--- src/rtl/a85_pkg.sv ---
// ----------------------------------------------------------------------------
// a85_pkg: shared types and constants of the Ascii85 decoder
// Character codes, header phase encoding, queue entry layout and the
// padding factors used when a group ends early.
// ----------------------------------------------------------------------------
package a85_pkg;

    localparam int QUEUE_DEPTH = 4;

    localparam logic [7:0] CHAR_LT    = 8'h3C;
    localparam logic [7:0] CHAR_TILDE = 8'h7E;
    localparam logic [7:0] CHAR_Z     = 8'h7A;
    localparam logic [7:0] CHAR_BANG  = 8'h21;
    localparam logic [7:0] CHAR_U     = 8'h75;

    localparam logic [2:0] GROUP_DIGITS = 3'd5;
    localparam logic [2:0] BYTES_FULL   = 3'd4;

    typedef enum logic [3:0] {
        PH_OPEN   = 4'b0001,
        PH_TILDE  = 4'b0010,
        PH_BODY   = 4'b0100,
        PH_IGNORE = 4'b1000
    } phase_t;

    typedef struct packed {
        logic [31:0] value;
        logic [2:0]  nbytes;
    } q_entry_t;

    // Padding with 'u' digits turns a partial group g into (g + 1) * 85^k - 1.
    function automatic logic [31:0] pad_mult(input logic [2:0] cnt);
        logic [31:0] m;
        case (cnt)
            3'd2:    m = 32'd614125;
            3'd3:    m = 32'd7225;
            3'd4:    m = 32'd85;
            default: m = 32'd1;
        endcase
        return m;
    endfunction

endpackage

--- src/rtl/a85_front.sv ---
// ----------------------------------------------------------------------------
// a85_front: character intake and group accumulation
// Tracks the header, gathers base-85 digits and pushes one queue entry for
// every character that produces bytes.
// ----------------------------------------------------------------------------
module a85_front
(
    input  logic               clk,
    input  logic               rst_n,
    input  logic               accept,
    input  logic [7:0]         in_char,
    input  logic               start_of_string,
    output logic               push,
    output a85_pkg::q_entry_t  push_entry
);

    a85_pkg::phase_t phase_reg, phase_next;
    logic [2:0]      cnt_reg, cnt_next;
    logic [31:0]     group_reg, group_next;

    a85_pkg::phase_t eff_phase;
    logic [2:0]      eff_cnt;
    logic [31:0]     eff_group;
    logic [7:0]      digit;
    logic [31:0]     acc_value;
    logic [31:0]     pad_value;

    always_comb
    begin
        eff_phase = start_of_string ? a85_pkg::PH_OPEN : phase_reg;
        eff_cnt   = start_of_string ? 3'd0 : cnt_reg;
        eff_group = start_of_string ? 32'd0 : group_reg;
        digit     = in_char - a85_pkg::CHAR_BANG;
        acc_value = 32'(eff_group * 32'd85) + {24'd0, digit};
        pad_value = 32'((eff_group + 32'd1) * a85_pkg::pad_mult(eff_cnt)) - 32'd1;
    end

    always_comb
    begin
        phase_next = eff_phase;
        cnt_next   = eff_cnt;
        group_next = eff_group;
        push       = 1'b0;
        push_entry = '{value: acc_value, nbytes: a85_pkg::BYTES_FULL};
        case (eff_phase)
            a85_pkg::PH_OPEN:
            begin
                phase_next = (in_char == a85_pkg::CHAR_LT) ? a85_pkg::PH_TILDE
                                                           : a85_pkg::PH_IGNORE;
            end
            a85_pkg::PH_TILDE:
            begin
                phase_next = (in_char == a85_pkg::CHAR_TILDE) ? a85_pkg::PH_BODY
                                                              : a85_pkg::PH_IGNORE;
            end
            a85_pkg::PH_BODY:
            begin
                if (in_char inside {[a85_pkg::CHAR_BANG:a85_pkg::CHAR_U]})
                begin
                    if (eff_cnt == a85_pkg::GROUP_DIGITS - 3'd1)
                    begin
                        push       = 1'b1;
                        cnt_next   = 3'd0;
                        group_next = 32'd0;
                    end
                    else
                    begin
                        cnt_next   = eff_cnt + 3'd1;
                        group_next = acc_value;
                    end
                end
                else if (in_char == a85_pkg::CHAR_Z)
                begin
                    if (eff_cnt == 3'd0)
                    begin
                        push       = 1'b1;
                        push_entry = '{value: 32'd0, nbytes: a85_pkg::BYTES_FULL};
                    end
                end
                else if (in_char == a85_pkg::CHAR_TILDE)
                begin
                    if (eff_cnt >= 3'd2)
                    begin
                        push       = 1'b1;
                        push_entry = '{value: pad_value, nbytes: eff_cnt - 3'd1};
                    end
                    cnt_next   = 3'd0;
                    group_next = 32'd0;
                    phase_next = a85_pkg::PH_IGNORE;
                end
            end
            default:
            begin
                phase_next = a85_pkg::PH_IGNORE;
            end
        endcase
        push = push && accept;
    end

    always_ff @(posedge clk or negedge rst_n)
    begin
        if (!rst_n)
        begin
            phase_reg <= a85_pkg::PH_OPEN;
            cnt_reg   <= 3'd0;
            group_reg <= 32'd0;
        end
        else if (accept)
        begin
            phase_reg <= phase_next;
            cnt_reg   <= cnt_next;
            group_reg <= group_next;
        end
    end

endmodule

--- src/rtl/a85_queue.sv ---
// ----------------------------------------------------------------------------
// a85_queue: short queue of pending byte groups
// Decouples character intake from byte output; holds decoded words with
// their byte counts.
// ----------------------------------------------------------------------------
module a85_queue
#(
    parameter int DEPTH = a85_pkg::QUEUE_DEPTH
)
(
    input  logic               clk,
    input  logic               rst_n,
    input  logic               push,
    input  a85_pkg::q_entry_t  push_entry,
    input  logic               pop,
    output logic               full,
    output logic               head_valid,
    output a85_pkg::q_entry_t  head_entry
);

    localparam int PW = (DEPTH > 1) ? $clog2(DEPTH) : 1;
    localparam int CW = $clog2(DEPTH + 1);
    localparam logic [PW-1:0] LAST_PTR = PW'(DEPTH - 1);
    localparam logic [CW-1:0] FULL_CNT = CW'(DEPTH);

    a85_pkg::q_entry_t mem [DEPTH];
    logic [PW-1:0] wr_ptr_reg, wr_ptr_next;
    logic [PW-1:0] rd_ptr_reg, rd_ptr_next;
    logic [CW-1:0] count_reg, count_next;

    always_comb
    begin
        full        = (count_reg == FULL_CNT);
        head_valid  = (count_reg != '0);
        head_entry  = mem[rd_ptr_reg];
        wr_ptr_next = (wr_ptr_reg == LAST_PTR) ? '0 : wr_ptr_reg + PW'(1);
        rd_ptr_next = (rd_ptr_reg == LAST_PTR) ? '0 : rd_ptr_reg + PW'(1);
        count_next  = count_reg + CW'(push) - CW'(pop);
    end

    always_ff @(posedge clk)
    begin
        if (push)
        begin
            mem[wr_ptr_reg] <= push_entry;
        end
    end

    always_ff @(posedge clk or negedge rst_n)
    begin
        if (!rst_n)
        begin
            wr_ptr_reg <= '0;
            rd_ptr_reg <= '0;
            count_reg  <= '0;
        end
        else
        begin
            if (push)
            begin
                wr_ptr_reg <= wr_ptr_next;
            end
            if (pop)
            begin
                rd_ptr_reg <= rd_ptr_next;
            end
            count_reg <= count_next;
        end
    end

`ifndef SYNTHESIS
    a_no_overflow: assert property (@(posedge clk) disable iff (!rst_n)
        full |-> !push)
        else $error("queue written while full");
    a_no_underflow: assert property (@(posedge clk) disable iff (!rst_n)
        pop |-> head_valid)
        else $error("queue read while empty");
    a_count_range: assert property (@(posedge clk) disable iff (!rst_n)
        count_reg <= FULL_CNT)
        else $error("queue count out of range");
    a_head_nbytes: assert property (@(posedge clk) disable iff (!rst_n)
        head_valid |-> (head_entry.nbytes >= 3'd1 && head_entry.nbytes <= 3'd4))
        else $error("queue head holds an invalid byte count");
`endif

endmodule

--- src/rtl/a85_back.sv ---
// ----------------------------------------------------------------------------
// a85_back: byte output stage
// Splits the queued word into bytes, most significant first, and drives
// the output register.
// ----------------------------------------------------------------------------
module a85_back
(
    input  logic               clk,
    input  logic               rst_n,
    input  logic               head_valid,
    input  a85_pkg::q_entry_t  head_entry,
    output logic               pop,
    input  logic               out_stall,
    output logic               out_valid,
    output logic [7:0]         out_byte,
    output logic               last_of_run
);

    logic [1:0] idx_reg, idx_next;
    logic       valid_reg, valid_next;
    logic [7:0] byte_reg, byte_next;
    logic       last_reg, last_next;
    logic       load;

    always_comb
    begin
        load      = head_valid && (!valid_reg || !out_stall);
        byte_next = head_entry.value[31 - 8 * idx_reg -: 8];
        last_next = ({1'b0, idx_reg} == head_entry.nbytes - 3'd1);
        pop       = load && last_next;
        idx_next  = pop ? 2'd0 : idx_reg + 2'd1;
        if (load)
        begin
            valid_next = 1'b1;
        end
        else if (!out_stall)
        begin
            valid_next = 1'b0;
        end
        else
        begin
            valid_next = valid_reg;
        end
    end

    always_ff @(posedge clk or negedge rst_n)
    begin
        if (!rst_n)
        begin
            idx_reg   <= 2'd0;
            valid_reg <= 1'b0;
        end
        else
        begin
            valid_reg <= valid_next;
            if (load)
            begin
                idx_reg <= idx_next;
            end
        end
    end

    always_ff @(posedge clk)
    begin
        if (load)
        begin
            byte_reg <= byte_next;
            last_reg <= last_next;
        end
    end

    assign out_valid   = valid_reg;
    assign out_byte    = byte_reg;
    assign last_of_run = last_reg;

endmodule

--- src/rtl/ascii85_decoder_core.sv ---
// ----------------------------------------------------------------------------
// ascii85_decoder_core: streaming Ascii85 decoder
// Accepts one character per transaction and returns the decoded bytes.
//
//   Channel  Direction  Payload                      Handshake
//   in       input      in_char, start_of_string     in_valid / in_stall
//   out      output     out_byte, last_of_run        out_valid / out_stall
//
// A character is taken every cycle while the queue has room.
// The output register gives one byte per cycle while out_stall is low, so a
// full group takes four output bytes; the queue depth sets how far intake can run ahead.
// A character is written into the queue at the edge that accepts it, and its
// first byte then passes from the queue head into the output register.
// Reset clears the header phase, the pending group and the queue.
// ----------------------------------------------------------------------------
module ascii85_decoder_core
#(
    parameter int QUEUE_DEPTH = a85_pkg::QUEUE_DEPTH
)
(
    input  logic       clk,
    input  logic       rst_n,
    input  logic       in_valid,
    output logic       in_stall,
    input  logic [7:0] in_char,
    input  logic       start_of_string,
    output logic       out_valid,
    input  logic       out_stall,
    output logic [7:0] out_byte,
    output logic       last_of_run
);

    logic              accept;
    logic              push;
    logic              pop;
    logic              full;
    logic              head_valid;
    a85_pkg::q_entry_t push_entry;
    a85_pkg::q_entry_t head_entry;

    assign in_stall = full;
    assign accept   = in_valid && !full;

    a85_front u_front
    (
        .clk             (clk),
        .rst_n           (rst_n),
        .accept          (accept),
        .in_char         (in_char),
        .start_of_string (start_of_string),
        .push            (push),
        .push_entry      (push_entry)
    );

    a85_queue #(.DEPTH(QUEUE_DEPTH)) u_queue
    (
        .clk        (clk),
        .rst_n      (rst_n),
        .push       (push),
        .push_entry (push_entry),
        .pop        (pop),
        .full       (full),
        .head_valid (head_valid),
        .head_entry (head_entry)
    );

    a85_back u_back
    (
        .clk         (clk),
        .rst_n       (rst_n),
        .head_valid  (head_valid),
        .head_entry  (head_entry),
        .pop         (pop),
        .out_stall   (out_stall),
        .out_valid   (out_valid),
        .out_byte    (out_byte),
        .last_of_run (last_of_run)
    );

endmodule
--- config.mk ---
export PLATFORM = sky130hd
export DESIGN_NAME = ascii85_decoder_core
export DESIGN_NICKNAME = d
export VERILOG_FILES = /design/src/rtl/a85_pkg.sv /design/src/rtl/a85_front.sv /design/src/rtl/a85_queue.sv /design/src/rtl/a85_back.sv /design/src/rtl/ascii85_decoder_core.sv
export SDC_FILE = /design/constraint.sdc
export NUM_CORES = 1
export LEC_CHECK = 0
export BUFFER_PORTS_ARGS = -buffer_cell sky130_fd_sc_hd__buf_2
export CAP_MARGIN = 10
export CORE_MARGIN = 2
export CORE_UTILIZATION = 60
export CTS_CLUSTER_DIAMETER = 200
export DETAILED_ROUTE_END_ITERATION = 7
export PLACE_DENSITY = 0.77
export SKIP_LAST_GASP = 1
export SLEW_MARGIN = 20
export SYNTH_ARGS = -nofsm -noshare
export SYNTH_HDL_FRONTEND = slang
export SYNTH_SLANG_ARGS = --single-unit
--- constraint.sdc ---
create_clock -name clk -period 9.25 [get_ports clk]
set_input_delay 0.925 -clock clk [delete_from_list [all_inputs] [get_ports clk]]
set_output_delay 0.925 -clock clk [all_outputs]
set_load 0.05 [all_outputs]
==> flow_summary.yaml <==
run_status:
  status: "finished, final reports clean"
placed_design:
  place_area_sq_um: 25100
  gp_congestion: 0.990
  dp.cells: 2914
  dp_hpwl_um: 52200
  numPortBuffers: 23
  pre_cts_ws_ns: -0.0770
critical_path:
  crit_start: "start_of_string"
  cp.arrival_ns: 8.98
  cp_max_fo: 6
  crit_path_top_delay_cell: "fa_1"
  cpPeakStageDelay_ns: 0.52
  end_kind: "flip-flop"
  rrSetupSlack_ns: 0.58
  path_class: "in2reg"
  cp_data_required_time_ns: 9.41
  timing.rr.start: "u_front.group_reg[1]"
  start_kind: "input port"
  crit_top_cell: "fa_1"
global_route:
  track_usage_pct: 32.5
  grt_overflow_total: 0
  antenna_found_initial: 0
  grt_pass1_vias: 18300
  grt_max_degree: 50
  grt_pass1_wl_um: 102000
finish:
  layout-drive-gt1-share_pct: 8.95
  layout_common_cells: "inv_1 (551), fa_1 (298), ha_1 (270), nand2_1 (149), edfxtp_1 (149)"
  final_area_sq_um: 25700
  fillers: 3047
  largest_reg_flops: 140
  n_antenna_cell: 0
  fin_cells: 2949
  area_growth_pct: 7.61
  final_common_cell: "inv_1"
  post-route-util_pct: 65.1
  nNetsFinal: 2992
timing:
  worstMarginPinSlew_ns: 0.884
  rsz0062_at_grt: "no"
  max_freq_ghz: 0.113
  finalSetupViolations: 0
  setup_tns_ns: 0
  fin_crit_ns: 8.81
  final.setup.worst_slack_ns: 0.437
  holdWs_ns: 0.501
  final-hold-violation-count: 0
  slew_viol_final: 0
  slew_headroom_pct: 40.6
  post-route-period-util_pct: 95.3
  fin_skew_ns: 0.0139
pwr:
  switchingPower_uw: 672
  power_mw: 2.30
  peakVddDrop_uv: 147
  p_seq_share_pct: 45.2
  power_frac_comb_pct: 20.1
  swShare_pct: 29.2
  p_int_mw: 1.63
  power.density_nw_per_um2: 89.3
  clkPwrFrac_pct: 34.7
  leakagePower_nw: 12.6
logic_synthesis:
  syn_inst: 2353
  netlist_area_sq_um: 23900
  syn_area_per_cell_sq_um: 10.2
  synth_fp_nets: 2934
  ys_types: 76
  synthArstFlopShare_pct: 24.7
  synth-seq-area-share_pct: 23.8
  yosysWarnings: 0
  synth_top_cell_area_share_pct: 24.9
  synth_ff_type: "edfxtp_1"
  yosysTopAreaCell: "fa_1"
  synth_area_leaders: "fa_1 (25%), edfxtp_1 (19%), ha_1 (14%), inv_1 (8.6%), dfrtp_1 (5.0%)"
  synth_enable_flop_cells: 149
  ys_ff_latch: 198
drt:
  routed_wl_um: 63800
  drt-initial-drc-count: 1419
  detail-route-antenna-nets: 0
  dr_total_vias: 17200
  drc: 0
  wl_per_cell_um: 21.6
  drt_pre_antenna_iters: 5
  via_per_inst: 5.85
clock_tree:
  clk_pin_slew_worst_paths_ns: 0.08
  cts_buffers: 17
  cts_root_buf: "clkbuf_16"
  cts_buffer_depth: 2
  cts_hold_buf: 0
  numClockSinks: 198
  h-tree-depth: 4
  cts_tree: "yes"
  insertion_delay_ns: 0.44
worst_hold_path:
  min_from: "u_front.phase_reg[0]"
  hold_path.class: "reg2reg"
floorplanning:
  start_util_pct: 60.5
  die-area_sq_um: 41500
  rows: 73
  die_h_um: 204
  dieWidth_um: 204
  pin_count: 24
  fp.coreArea_sq_um: 39500
job:
  cap_violations: 0
layout make-up:
class                   instances  area, sq um  area share (%)
clock inverters                15          211           0.821
well taps                     525          657            2.55
repair buffers                 95          693            2.69
multi-input cells            1543        16000            62.0
flip-flops and latches        198         5700            22.2
clock buffers                  17          425            1.65
inverters                     556         2090            8.12
cell usage after synthesis, drive strengths merged, types with 30 or more instances:
cell type,number
inv,552
fa,298
ha,270
edfxtp,149
nand2,149
nor2,148
xnor2,114
o21ai,91
a21oi,79
dfrtp,48
clkbuf,47
mux4,43
a21o,31
xor2,30
worst max-delay path, delay by kind of cell:
kind | cells | cell delay [ns]
adders and majority gates | 9 | 4.03
and+or+nand+nor | 6 | 1.26
buffers and inverters | 8 | 0.74
AOI/OAI and AO/OA | 8 | 1.71
xor gates and xnor gates | 2 | 0.28
repair_timing:
item / CTS / global route
setup buffers: 0 / 3
setup endpoints to repair: 0 / 24
resized for setup: 0 / 10
kinds of logic after synthesis:
group | after synthesis | synth area share (%)
fa+ha+maj | 568 | 39.1
mux | 49 | 4.32
simple gates | 468 | 9.35
flops | 198 | 23.8
buf+inv | 612 | 9.63
compound gates | 313 | 8.32
xor+xnor | 145 | 5.49
power by group through the flow:
stage	clock, mW	combinational (mW)	sequential [mW]
final	0.796	0.462	1.04
after global routing	0.835	0.498	1.05
after CTS	0.801	0.471	1.04
after detailed placement	0	0.462	1.06
after global placement	0	0.448	1.05
after floorplan	0	0.301	1.10
final timing paths:
kind / end / cells after the start
min in group asynchronous: u_back.idx_reg[0] / 2
hold reg to reg: u_front.phase_reg[0] / 1
max in group asynchronous: u_front.group_reg[18] / 2
setup / recovery: u_queue.mem[0][34] / 33
hold / removal: u_front.phase_reg[0] / 1
setup reg to reg: u_queue.mem[0][34] / 31
layer usage:
metal | wire length, um | track usage [%] | part of all wire, % | vias up
met5 | 0 | 0 | 0 | -
met2 | 30900 | 54.4 | 48 | 760
met3 | 4690 | 4.46 | 7.4 | 172
met4 | 3030 | 14.1 | 4.8 | 0
met1 | 25200 | 42.5 | 39 | 8564
li1 | - | - | - | 7742
Power figures use the tool's default switching activity.
